<file path="src/rtl/lfp_pkg.sv">
// Shared types and constants for the length-prefixed frame parser.
// Holds parse phases, status and opcode codes, register indexes and reset values.
// No dependencies.
package lfp_pkg;

   typedef enum logic [7:0] {
      PH_IDLE     = 8'b0000_0001,
      PH_LEN_HI   = 8'b0000_0010,
      PH_LEN_LO   = 8'b0000_0100,
      PH_PAYLOAD  = 8'b0000_1000,
      PH_CRC_HI   = 8'b0001_0000,
      PH_CRC_LO   = 8'b0010_0000,
      PH_END      = 8'b0100_0000,
      PH_COMPLETE = 8'b1000_0000
   } phase_type;

   typedef enum logic [2:0] {
      ST_OK        = 3'd0,
      ST_TIMEOUT   = 3'd1,
      ST_TOO_BIG   = 3'd2,
      ST_BAD_END   = 3'd3,
      ST_BAD_STATE = 3'd4
   } status_type;

   localparam logic [1:0] OP_BYTE  = 2'd0;
   localparam logic [1:0] OP_TICK  = 2'd1;
   localparam logic [1:0] OP_CLEAR = 2'd2;

   localparam logic [1:0] REG_START_BYTE    = 2'd0;
   localparam logic [1:0] REG_END_BYTE      = 2'd1;
   localparam logic [1:0] REG_MAX_PAYLOAD   = 2'd2;
   localparam logic [1:0] REG_TIMEOUT_TICKS = 2'd3;

   localparam logic [7:0]  START_BYTE_RESET    = 8'd126;
   localparam logic [7:0]  END_BYTE_RESET      = 8'd127;
   localparam logic [10:0] MAX_PAYLOAD_RESET   = 11'd1024;
   localparam logic [15:0] TIMEOUT_TICKS_RESET = 16'd500;

   typedef struct packed {
      logic [7:0]  start_byte;
      logic [7:0]  end_byte;
      logic [10:0] max_payload;
      logic [15:0] timeout_ticks;
   } cfg_type;

   typedef struct packed {
      status_type  status;
      logic        frame_done;
      logic        payload_valid;
      logic [7:0]  payload_byte;
      logic [9:0]  payload_index;
      logic [10:0] frame_length;
      logic [15:0] frame_crc;
   } rsp_type;

endpackage

</file>
<file path="src/rtl/lfp_core.sv">
// Parser state machine: holds the frame state and works out one result per item.
// Depends on lfp_pkg for phases, codes and the configuration and result structs.
module lfp_core #(
   parameter int MAX_PAYLOAD = 1024
) (
   input  logic            clock,
   input  logic            reset,
   input  logic            accept,
   input  logic [1:0]      opcode,
   input  logic [7:0]      data_byte,
   input  lfp_pkg::cfg_type cfg,
   output lfp_pkg::rsp_type result
);

   localparam logic [15:0] PayloadCap = 16'(MAX_PAYLOAD);

   lfp_pkg::phase_type phase_ff, phase_in;
   logic [7:0]  len_hi_ff, len_hi_in;
   logic [10:0] length_ff, length_in;
   logic [10:0] count_ff, count_in;
   logic [15:0] crc_ff, crc_in;
   logic [15:0] ticks_ff, ticks_in;

   lfp_pkg::status_type status;
   logic        go_idle;
   logic        pay_valid;
   logic [15:0] full_len;
   logic [15:0] limit;
   logic [10:0] count_inc;

   always_comb begin
      // The effective limit is the smaller of the register and the build-time cap.
      limit = ({5'd0, cfg.max_payload} > PayloadCap) ? PayloadCap : {5'd0, cfg.max_payload};
      full_len  = {len_hi_ff, data_byte};
      count_inc = count_ff + 11'd1;

      phase_in  = phase_ff;
      len_hi_in = len_hi_ff;
      length_in = length_ff;
      count_in  = count_ff;
      crc_in    = crc_ff;
      ticks_in  = ticks_ff;
      status    = lfp_pkg::ST_OK;
      go_idle   = 1'b0;
      pay_valid = 1'b0;

      case (opcode)
         lfp_pkg::OP_BYTE: begin
            if (phase_ff != lfp_pkg::PH_IDLE && ticks_ff >= cfg.timeout_ticks) begin
               go_idle = 1'b1;
               status  = lfp_pkg::ST_TIMEOUT;
            end else begin
               ticks_in = '0;
               unique case (phase_ff)
                  lfp_pkg::PH_IDLE: begin
                     if (data_byte == cfg.start_byte) begin
                        phase_in = lfp_pkg::PH_LEN_HI;
                        count_in = '0;
                     end
                  end
                  lfp_pkg::PH_LEN_HI: begin
                     len_hi_in = data_byte;
                     phase_in  = lfp_pkg::PH_LEN_LO;
                  end
                  lfp_pkg::PH_LEN_LO: begin
                     if (full_len > limit) begin
                        go_idle = 1'b1;
                        status  = lfp_pkg::ST_TOO_BIG;
                     end else begin
                        // The limit never exceeds 2047, so an accepted length fits 11 bits.
                        length_in = full_len[10:0];
                        count_in  = '0;
                        phase_in  = (full_len == 16'd0) ? lfp_pkg::PH_CRC_HI
                                                        : lfp_pkg::PH_PAYLOAD;
                     end
                  end
                  lfp_pkg::PH_PAYLOAD: begin
                     pay_valid = 1'b1;
                     count_in  = count_inc;
                     if (count_inc >= length_ff) begin
                        phase_in = lfp_pkg::PH_CRC_HI;
                     end
                  end
                  lfp_pkg::PH_CRC_HI: begin
                     crc_in   = {data_byte, 8'd0};
                     phase_in = lfp_pkg::PH_CRC_LO;
                  end
                  lfp_pkg::PH_CRC_LO: begin
                     crc_in   = {crc_ff[15:8], data_byte};
                     phase_in = lfp_pkg::PH_END;
                  end
                  lfp_pkg::PH_END: begin
                     if (data_byte == cfg.end_byte) begin
                        phase_in = lfp_pkg::PH_COMPLETE;
                     end else begin
                        go_idle = 1'b1;
                        status  = lfp_pkg::ST_BAD_END;
                     end
                  end
                  default: begin
                     go_idle = 1'b1;
                     status  = lfp_pkg::ST_BAD_STATE;
                  end
               endcase
            end
         end
         lfp_pkg::OP_TICK: begin
            if (ticks_ff != 16'hFFFF) begin
               ticks_in = ticks_ff + 16'd1;
            end
         end
         lfp_pkg::OP_CLEAR: begin
            go_idle = 1'b1;
         end
         default: ;
      endcase

      if (go_idle) begin
         phase_in  = lfp_pkg::PH_IDLE;
         len_hi_in = '0;
         length_in = '0;
         count_in  = '0;
         crc_in    = '0;
         ticks_in  = '0;
      end

      result.status        = status;
      result.frame_done    = (phase_in == lfp_pkg::PH_COMPLETE);
      result.payload_valid = pay_valid;
      result.payload_byte  = pay_valid ? data_byte : 8'd0;
      result.payload_index = pay_valid ? count_ff[9:0] : 10'd0;
      result.frame_length  = (phase_in == lfp_pkg::PH_PAYLOAD || phase_in == lfp_pkg::PH_CRC_HI ||
                              phase_in == lfp_pkg::PH_CRC_LO || phase_in == lfp_pkg::PH_END ||
                              phase_in == lfp_pkg::PH_COMPLETE) ? length_in : 11'd0;
      result.frame_crc     = (phase_in == lfp_pkg::PH_END || phase_in == lfp_pkg::PH_COMPLETE)
                             ? crc_in : 16'd0;
   end

   always_ff @(posedge clock) begin
      if (reset) begin
         phase_ff  <= lfp_pkg::PH_IDLE;
         len_hi_ff <= '0;
         length_ff <= '0;
         count_ff  <= '0;
         crc_ff    <= '0;
         ticks_ff  <= '0;
      end else if (accept) begin
         phase_ff  <= phase_in;
         len_hi_ff <= len_hi_in;
         length_ff <= length_in;
         count_ff  <= count_in;
         crc_ff    <= crc_in;
         ticks_ff  <= ticks_in;
      end
   end

endmodule

</file>
<file path="src/rtl/length_prefixed_frame_parser.sv">
// Top level of the length-prefixed frame parser: register port, parser core and
// a two-entry result buffer. Depends on lfp_pkg and lfp_core.
//
// Usage: each item on the req_ channel is a received byte, a time tick or a
// clear command. Every accepted item yields exactly one item on the rsp_
// channel, carrying status, frame state and any payload byte with its index.
// Payload bytes are streamed out as they arrive and are never buffered.
// Each result is registered in the output register, or in the skid register
// if the receiver stalls; one item per cycle is taken while req_stall is low.
// Results pass through an output register backed by a skid register, so an
// item is still taken while one result waits; req_stall rises only once both
// are full and falls in the cycle after the receiver takes a result.
// Reset (synchronous, active high) returns the parser to idle, empties the
// result buffer and loads the register defaults. Registers must be written
// over the csr_ port only while idle (not enforced); read back at any time.
module length_prefixed_frame_parser #(
   parameter int MAX_PAYLOAD = 1024
) (
   input  logic        clock,
   input  logic        reset,

   input  logic        req_valid,
   output logic        req_stall,
   input  logic [1:0]  req_opcode,
   input  logic [7:0]  req_data_byte,

   output logic        rsp_valid,
   input  logic        rsp_stall,
   output logic [2:0]  rsp_status,
   output logic        rsp_frame_done,
   output logic        rsp_payload_valid,
   output logic [7:0]  rsp_payload_byte,
   output logic [9:0]  rsp_payload_index,
   output logic [10:0] rsp_frame_length,
   output logic [15:0] rsp_frame_crc,

   input  logic        csr_psel,
   input  logic        csr_penable,
   input  logic        csr_pwrite,
   input  logic [3:0]  csr_paddr,
   input  logic [31:0] csr_pwdata,
   output logic [31:0] csr_prdata,
   output logic        csr_pready
);

   lfp_pkg::cfg_type cfg_ff, cfg_in;
   lfp_pkg::rsp_type core_rsp;
   lfp_pkg::rsp_type out_ff, out_in;
   lfp_pkg::rsp_type skid_ff, skid_in;
   logic out_valid_ff, out_valid_in;
   logic skid_valid_ff, skid_valid_in;
   logic in_accept;
   logic out_take;
   logic csr_write;

   // Configuration registers.
   assign csr_pready = 1'b1;
   assign csr_write  = csr_psel && csr_penable && csr_pwrite;

   always_comb begin
      cfg_in = cfg_ff;
      if (csr_write) begin
         unique case (csr_paddr[3:2])
            lfp_pkg::REG_START_BYTE:    cfg_in.start_byte    = csr_pwdata[7:0];
            lfp_pkg::REG_END_BYTE:      cfg_in.end_byte      = csr_pwdata[7:0];
            lfp_pkg::REG_MAX_PAYLOAD:   cfg_in.max_payload   = csr_pwdata[10:0];
            lfp_pkg::REG_TIMEOUT_TICKS: cfg_in.timeout_ticks = csr_pwdata[15:0];
            default: ;
         endcase
      end
   end

   always_comb begin
      unique case (csr_paddr[3:2])
         lfp_pkg::REG_START_BYTE:    csr_prdata = {24'd0, cfg_ff.start_byte};
         lfp_pkg::REG_END_BYTE:      csr_prdata = {24'd0, cfg_ff.end_byte};
         lfp_pkg::REG_MAX_PAYLOAD:   csr_prdata = {21'd0, cfg_ff.max_payload};
         lfp_pkg::REG_TIMEOUT_TICKS: csr_prdata = {16'd0, cfg_ff.timeout_ticks};
         default:                    csr_prdata = '0;
      endcase
   end

   always_ff @(posedge clock) begin
      if (reset) begin
         cfg_ff.start_byte    <= lfp_pkg::START_BYTE_RESET;
         cfg_ff.end_byte      <= lfp_pkg::END_BYTE_RESET;
         cfg_ff.max_payload   <= lfp_pkg::MAX_PAYLOAD_RESET;
         cfg_ff.timeout_ticks <= lfp_pkg::TIMEOUT_TICKS_RESET;
      end else begin
         cfg_ff <= cfg_in;
      end
   end

   // Parser core.
   assign req_stall = skid_valid_ff;
   assign in_accept = req_valid && !skid_valid_ff;
   assign out_take  = out_valid_ff && !rsp_stall;

   lfp_core #(
      .MAX_PAYLOAD(MAX_PAYLOAD)
   ) u_core (
      .clock     (clock),
      .reset     (reset),
      .accept    (in_accept),
      .opcode    (req_opcode),
      .data_byte (req_data_byte),
      .cfg       (cfg_ff),
      .result    (core_rsp)
   );

   // Result buffer: the skid register only fills when a new item arrives while
   // the output register is held by a stalled receiver.
   always_comb begin
      out_in        = out_ff;
      skid_in       = skid_ff;
      out_valid_in  = out_valid_ff;
      skid_valid_in = skid_valid_ff;
      if (skid_valid_ff) begin
         if (out_take) begin
            out_in        = skid_ff;
            skid_valid_in = 1'b0;
         end
      end else if (in_accept) begin
         if (!out_valid_ff || out_take) begin
            out_in       = core_rsp;
            out_valid_in = 1'b1;
         end else begin
            skid_in       = core_rsp;
            skid_valid_in = 1'b1;
         end
      end else if (out_take) begin
         out_valid_in = 1'b0;
      end
   end

   always_ff @(posedge clock) begin
      if (reset) begin
         out_valid_ff  <= 1'b0;
         skid_valid_ff <= 1'b0;
      end else begin
         out_valid_ff  <= out_valid_in;
         skid_valid_ff <= skid_valid_in;
      end
   end

   always_ff @(posedge clock) begin
      out_ff  <= out_in;
      skid_ff <= skid_in;
   end

   assign rsp_valid         = out_valid_ff;
   assign rsp_status        = out_ff.status;
   assign rsp_frame_done    = out_ff.frame_done;
   assign rsp_payload_valid = out_ff.payload_valid;
   assign rsp_payload_byte  = out_ff.payload_byte;
   assign rsp_payload_index = out_ff.payload_index;
   assign rsp_frame_length  = out_ff.frame_length;
   assign rsp_frame_crc     = out_ff.frame_crc;

endmodule

</file>
<file path="config.mk">
export PLATFORM = sky130hd
export DESIGN_NAME = length_prefixed_frame_parser
export DESIGN_NICKNAME = d
export VERILOG_FILES = /design/src/rtl/lfp_pkg.sv /design/src/rtl/lfp_core.sv /design/src/rtl/length_prefixed_frame_parser.sv
export SDC_FILE = /design/constraint.sdc
export NUM_CORES = 1
export LEC_CHECK = 0
export BUFFER_PORTS_ARGS = -buffer_cell sky130_fd_sc_hd__buf_4
export CORE_UTILIZATION = 30
export DETAILED_ROUTE_END_ITERATION = 10
export SYNTH_ARGS = -nofsm -noshare
export SYNTH_HDL_FRONTEND = slang
export SYNTH_HIERARCHICAL = 1
export SYNTH_SLANG_ARGS = --single-unit
export TNS_END_PERCENT = 10
</file>
<file path="constraint.sdc">
create_clock -name clock -period 5.9 [get_ports clock]
set_clock_uncertainty 0.05 [all_clocks]
set_input_delay 0.59 -clock clock [delete_from_list [all_inputs] [get_ports clock]]
set_output_delay 0.59 -clock clock [all_outputs]
set_load 0.05 [all_outputs]
</file>
Word level (Yosys, flattened, before mapping)
Index checks and enable logic that the tools add are counted.
Storage, ports and cells
  input port bits: 53
  bits in registers: 215
  word-level logic and storage cells: 159
  output and inout port bits: 85
Operators by class
  eq/ne operators: 28
  add/sub/neg operators: 2
  bitwise operators: 2
  reductions and logical operators: 35
  mux-type cells: 62
  $lt $le $gt $ge: 4
Operator list (count)
  50-bit two-way mux: 4
  11-bit two-way mux: 12
  32-bit case mux with 4 select lines: 1
  16-bit two-way mux: 7
  8-bit two-way mux: 12
  16-bit case mux with 2 select lines: 2
  8-bit case mux with 7 select lines: 1
  11-bit case mux with 3 select lines: 1
  16-bit by 1-bit adder with 16-bit output, second input constant: 1
  8-bit by 4-bit == test with 1-bit output, second input constant: 2
  8-bit by 5-bit == test with 1-bit output, second input constant: 2
  8-bit by 6-bit == test with 1-bit output, second input constant: 2
  8-bit by 7-bit == test with 1-bit output, second input constant: 2
  8-bit == test: 2
  16-bit >= comparator: 1
  16-bit > comparator: 1
  16-bit logical NOT: 1
  16-bit != test, second input constant: 1
  1-bit two-way mux: 13
  11-bit by 1-bit adder with 11-bit output, second input constant: 1
  11-bit >= comparator: 1
  11-bit > comparator, second input constant: 1
  10-bit two-way mux: 1
  2-bit nonzero test: 5
  other kinds (28): 56

Longest topological paths before layout
  depth after elaboration: 17
  gate-level depth with buffers: 18
  mapped depth without buffers: 16

Modules after synthesis
Netlist, hierarchy kept.
Modules (own cells, without submodules)
  length_prefixed_frame_parser: cells each 397, area each 5898.2 µm², instances 1, seq. area each 3903.7 µm²
  lfp_core: cells each 698, area each 5392.7 µm², instances 1, seq. area each 1401.3 µm²

Worst setup path after synthesis
No wires, ideal clock.
  path type: register to register
  from: register skid_valid_ff (netlist: req_stall)
  to: register out_ff, in the netlist rsp_frame_crc[0] (enable)
  path slack: 1.667 ns
  stages on the path, launching flop included: 5
  data arrival time: 3.709 ns
  setup time: 0.474 ns
  buffers on the path: 2
  data required time: 5.376 ns
  period minus slack after synthesis: 4.233 ns
  cells stage by stage: dfxtp_1 -> clkbuf_1 -> buf_2 -> a21oi_1 -> a21oi_1
Between the ends
  word-level cells in the longest chain between the ends: 4
  elaborated cells on any way between the ends: 6
  classes of those cells: eq/ne: 1; reduce/logical: 5
RTL lines
  start, declared: line length_prefixed_frame_parser.sv:51  | logic skid_valid_ff, skid_valid_in;
  start signal, assigned: line length_prefixed_frame_parser.sv:142  | skid_valid_ff <= skid_valid_in;
  1-bit logical NOT: line length_prefixed_frame_parser.sv:96  | assign in_accept = req_valid && !skid_valid_ff;
  1-bit logical AND: line length_prefixed_frame_parser.sv:96
  2-bit nonzero test (no source line)
  3-bit AND reduction (no source line) (*)
  end signal, assigned: line length_prefixed_frame_parser.sv:147  | out_ff <= out_in;
  end, declared: line length_prefixed_frame_parser.sv:48  | lfp_pkg::rsp_type out_ff, out_in;
Mark *: on every way between the ends. The rest lies on a longest branch, timed or not.
A chain may end at the register's enable or synchronous reset.

==> impl_metrics.py <==
metrics = {
    "outcome": {
        "run_status": "finished clean",
    },
    "floorplanning": {
        "floorplan.die.height_um": 196,
        "io_pins": 138,
        "design.core.area_um2": 36800,
        "effective_utilization_at_floorplan_pct": 30.7,
        "floorplan.die_area_um2": 38400,
        "dieWidth_um": 196,
        "std_cell_rows": 70,
    },
    "logic_synthesis": {
        "area_leader_netlist": "sky130_fd_sc_hd__edfxtp_1",
        "synth_area_leaders": "sky130_fd_sc_hd__edfxtp_1, sky130_fd_sc_hd__dfxtp_1, sky130_fd_sc_hd__mux2_2, sky130_fd_sc_hd__mux2i_1, sky130_fd_sc_hd__ha_1",
        "syn_inst": 1095,
        "yosys_register_bits": 215,
        "number_of_synthesized_flops_with_an_enable_pin": 100,
        "yosysWarnings": 6,
        "yosysSeqAreaShare_pct": 47.0,
        "synth_area_um2": 11300,
        "ys_async_sr_fraction_pct": 0,
        "netlist-cell-type-count": 73,
        "synthDominantCellAreaShare_pct": 26.6,
        "syn_area_per_cell_um2": 10.3,
        "synth_ff_type": "sky130_fd_sc_hd__dfxtp_1",
    },
    "flow_run": {
        "max_cap_viol_count": 0,
    },
    "grt": {
        "grt_antenna_before_repair": 0,
        "total_track_usage_pct": 14.4,
        "globalRoute.totalOverflow": 0,
        "first_global_vias": 7900,
        "global_route_wire_length_before_repair_um": 43900,
        "grt_start_max_net_pins": 83,
    },
    "critical_path": {
        "rr_worst_depth": 17,
        "worst_setup_path_end_kind": "flip-flop",
        "worstReg2RegStart": "u_core/count_ff[0]",
        "critical_path_peak_fanout": 16,
        "critPathKind": "reg -> reg",
        "critical_path_arrival_ns": 5.49,
        "setup.reg_to_reg.worst_slack_ns": 0.75,
        "worst_setup_path_startpoint": "u_core/count_ff[0]",
        "critPathRequiredTime_ns": 6.24,
        "setup.worst_path.start_class": "flip-flop",
        "worst_r2r_endpoint": "rsp_frame_crc[0]",
    },
    "worst_hold_path": {
        "worst_hold_path.endpoint": "cfg_ff[11]",
        "hold_path.startpoint": "csr_pwdata[11]",
        "whs_path_depth": 3,
        "min-delay-path-class": "in -> reg",
    },
    "cts": {
        "cts-resized-gates": 0,
        "cts_tree": "built",
        "clk_transition_reported_paths_ns": 0.06,
        "clock_sink_count": 215,
        "clk_latency_ns": 0.52,
        "cts.hold.buffers_added": 0,
        "h-tree-depth": 1,
        "cts.repair_timing.setup_buffer_count": 0,
        "cts_inserted_buffers": 25,
        "cts-root-to-sink-buffers": 3,
        "cts-root-buf": "sky130_fd_sc_hd__clkbuf_16",
    },
    "finish": {
        "proportion_of_layout_cells_with_a_drive_suffix_above_1_pct": 20.0,
        "antenna_cells": 0,
        "layout_commonest_cell": "sky130_fd_sc_hd__buf_4",
        "stdcell_area_um2": 13200,
        "design.final.nets": 1263,
        "area_growth_syn_to_layout_pct": 16.7,
        "layout.cells.most_common_list": "sky130_fd_sc_hd__buf_4, sky130_fd_sc_hd__dfxtp_1, sky130_fd_sc_hd__nor2_1",
    },
    "drt": {
        "drt-vias-per-instance": 5.02,
        "detail_route.iter0.violations": 474,
        "detail_route.drc_violations": 0,
        "drt_wl_total_um": 28000,
        "via_count": 8313,
        "mean_routed_wirelength_per_cell_um": 16.9,
        "drt_pass1_iterations": 5,
        "route.antenna.remaining_nets": 0,
    },
    "power_and_ir_drop": {
        "powerDensity_nw_per_um2": 267,
        "ir_worst_vdd_v": 0.000181,
        "total_design_power_w": 0.00352,
        "total_leakage_power_nw": 4.98,
    },
    "sta": {
        "holdWs_ns": 0.289,
        "timing_worst_slew_pin_value_ns": 1.16,
        "finalSetupViolCount": 0,
        "grt_setup_unrepaired": "no",
        "max_slew_violation_count": 0,
        "min_period_over_period_pct": 87.4,
        "setup_total_negative_slack_ns": 0,
        "period_minus_slack_ns": 5.15,
        "report.final.hold_viol_count": 0,
        "slew_headroom_pct": 21.8,
        "fmaxAchievable_mhz": 194,
    },
    "place": {
        "gpl.final_weighted_congestion": 0.911,
        "hpwl_um": 19700,
        "port_buffers": 102,
        "placement.cell_area_um2": 12400,
    },
}
[metal layers]
metal  share of wire [%]  global-route usage, %  up-vias
met5                   0                      0        -
met4                 2.1                   3.88        0
met3                 4.5                   2.36       40
met2                  47                   23.8      213
met1                  46                   19.3     3975
li1                    -                      -     4085
[worst max-delay path by stage]
stage | endpoint | slack, ns | cells after the start
after floorplan | rsp_frame_crc[0] | 1.67 | 4
after detailed placement | rsp_frame_crc[0] | 0.89 | 17
after global routing | rsp_frame_crc[0] | 0.40 | 17
final | rsp_frame_crc[0] | 0.75 | 17
after CTS | rsp_frame_crc[0] | 0.86 | 17
after global placement | rsp_frame_crc[0] | 0.99 | 17
[cell usage after synthesis, types with 3 or more instances]
master	count
sky130_fd_sc_hd__o21ai_0	41
sky130_fd_sc_hd__ha_1	40
sky130_fd_sc_hd__nor3_1	25
sky130_fd_sc_hd__a21o_1	6
sky130_fd_sc_hd__a21oi_1	51
sky130_fd_sc_hd__o31ai_1	3
sky130_fd_sc_hd__a32oi_1	15
sky130_fd_sc_hd__nor2b_1	19
sky130_fd_sc_hd__nor4_1	10
sky130_fd_sc_hd__or3_1	8
sky130_fd_sc_hd__nand4_1	12
sky130_fd_sc_hd__nor2_4	11
sky130_fd_sc_hd__a221oi_1	3
sky130_fd_sc_hd__nand3b_1	5
sky130_fd_sc_hd__clkbuf_1	44
sky130_fd_sc_hd__a22oi_1	19
sky130_fd_sc_hd__dfxtp_1	115
sky130_fd_sc_hd__nand2_1	50
sky130_fd_sc_hd__mux2_2	50
sky130_fd_sc_hd__o21a_1	7
sky130_fd_sc_hd__o211ai_1	6
sky130_fd_sc_hd__nand2b_1	45
sky130_fd_sc_hd__nand3_1	28
sky130_fd_sc_hd__or3b_1	4
sky130_fd_sc_hd__xnor2_1	26
sky130_fd_sc_hd__o211a_1	3
sky130_fd_sc_hd__a211oi_1	10
sky130_fd_sc_hd__inv_1	43
sky130_fd_sc_hd__and3_1	27
sky130_fd_sc_hd__nor2_1	112
sky130_fd_sc_hd__mux4_2	8
sky130_fd_sc_hd__edfxtp_1	100
sky130_fd_sc_hd__or3b_2	3
sky130_fd_sc_hd__xor2_1	12
sky130_fd_sc_hd__mux2i_1	55
sky130_fd_sc_hd__nor3b_1	3
sky130_fd_sc_hd__buf_2	13
sky130_fd_sc_hd__buf_4	21
[registers in the layout, indices dropped and copies added (netlist names), 10 cells and up]
register	count
skid_ff	50
cfg_ff	43
rsp_frame_crc	16
u_core/crc_ff	16
u_core/ticks_ff	16
rsp_frame_length	11
u_core/count_ff	11
u_core/length_ff	11
rsp_payload_index	10
[cell type report]
cell class	instances	area, µm²
tap	468	586
inverter	44	165
clock inverter	11	80.1
sequential	215	5310
timing repair buffer	116	871
clock buffer	35	694
multi-input combinational	768	5470
fill	3731	23600
[worst max-delay path, cell delays in order (launching register included)]
cell and delay, ns:
sky130_fd_sc_hd__dfxtp_1 0.46, sky130_fd_sc_hd__ha_1 0.28, sky130_fd_sc_hd__nand3_1 0.14, sky130_fd_sc_hd__nor2_1 0.27
sky130_fd_sc_hd__and3_1 0.28, sky130_fd_sc_hd__nand3_1 0.13, sky130_fd_sc_hd__xnor2_1 0.16, sky130_fd_sc_hd__ha_1 0.30
sky130_fd_sc_hd__o2111ai_1 0.16, sky130_fd_sc_hd__o211ai_1 0.38, sky130_fd_sc_hd__nor3b_1 0.41, sky130_fd_sc_hd__nand2_1 0.12
sky130_fd_sc_hd__a21oi_1 0.21, sky130_fd_sc_hd__nand3_1 0.33, sky130_fd_sc_hd__or4_1 0.61, sky130_fd_sc_hd__buf_4 0.26
sky130_fd_sc_hd__nor3_1 0.27, sky130_fd_sc_hd__mux2_2 0.20
[per-stage QoR]
step	std cells	utilization (%)	worst slack (ns)
after detailed placement	1611	33.7	0.886
after global placement	1611	33.7	0.994
after global routing	1657	35.8	0.401
after floorplan	1110	-	1.67
after CTS	1657	35.8	0.855
final	1657	35.8	0.745
[logic make-up (layout without fill, tap and decap cells)]
kind of cell	after synthesis	in the layout	synth area share [%]
fa+ha+maj	40	40	4.43
other cells	2	17	0.0665
flops	215	215	47.0
mux	113	113	11.5
xor+xnor	38	38	2.95
compound gates	182	182	10.6
buf+inv	127	206	5.35
simple gates	378	378	18.2
[power breakdown]
group	internal (W)	switching [W]	leakage, nW
combinational	0.000127	0.000308	2.69
sequential	0.00160	0.0000195	1.91
clock	0.000863	0.000603	0.375
total	0.00259	0.000931	4.98
(Power assumes the default switching activity.)
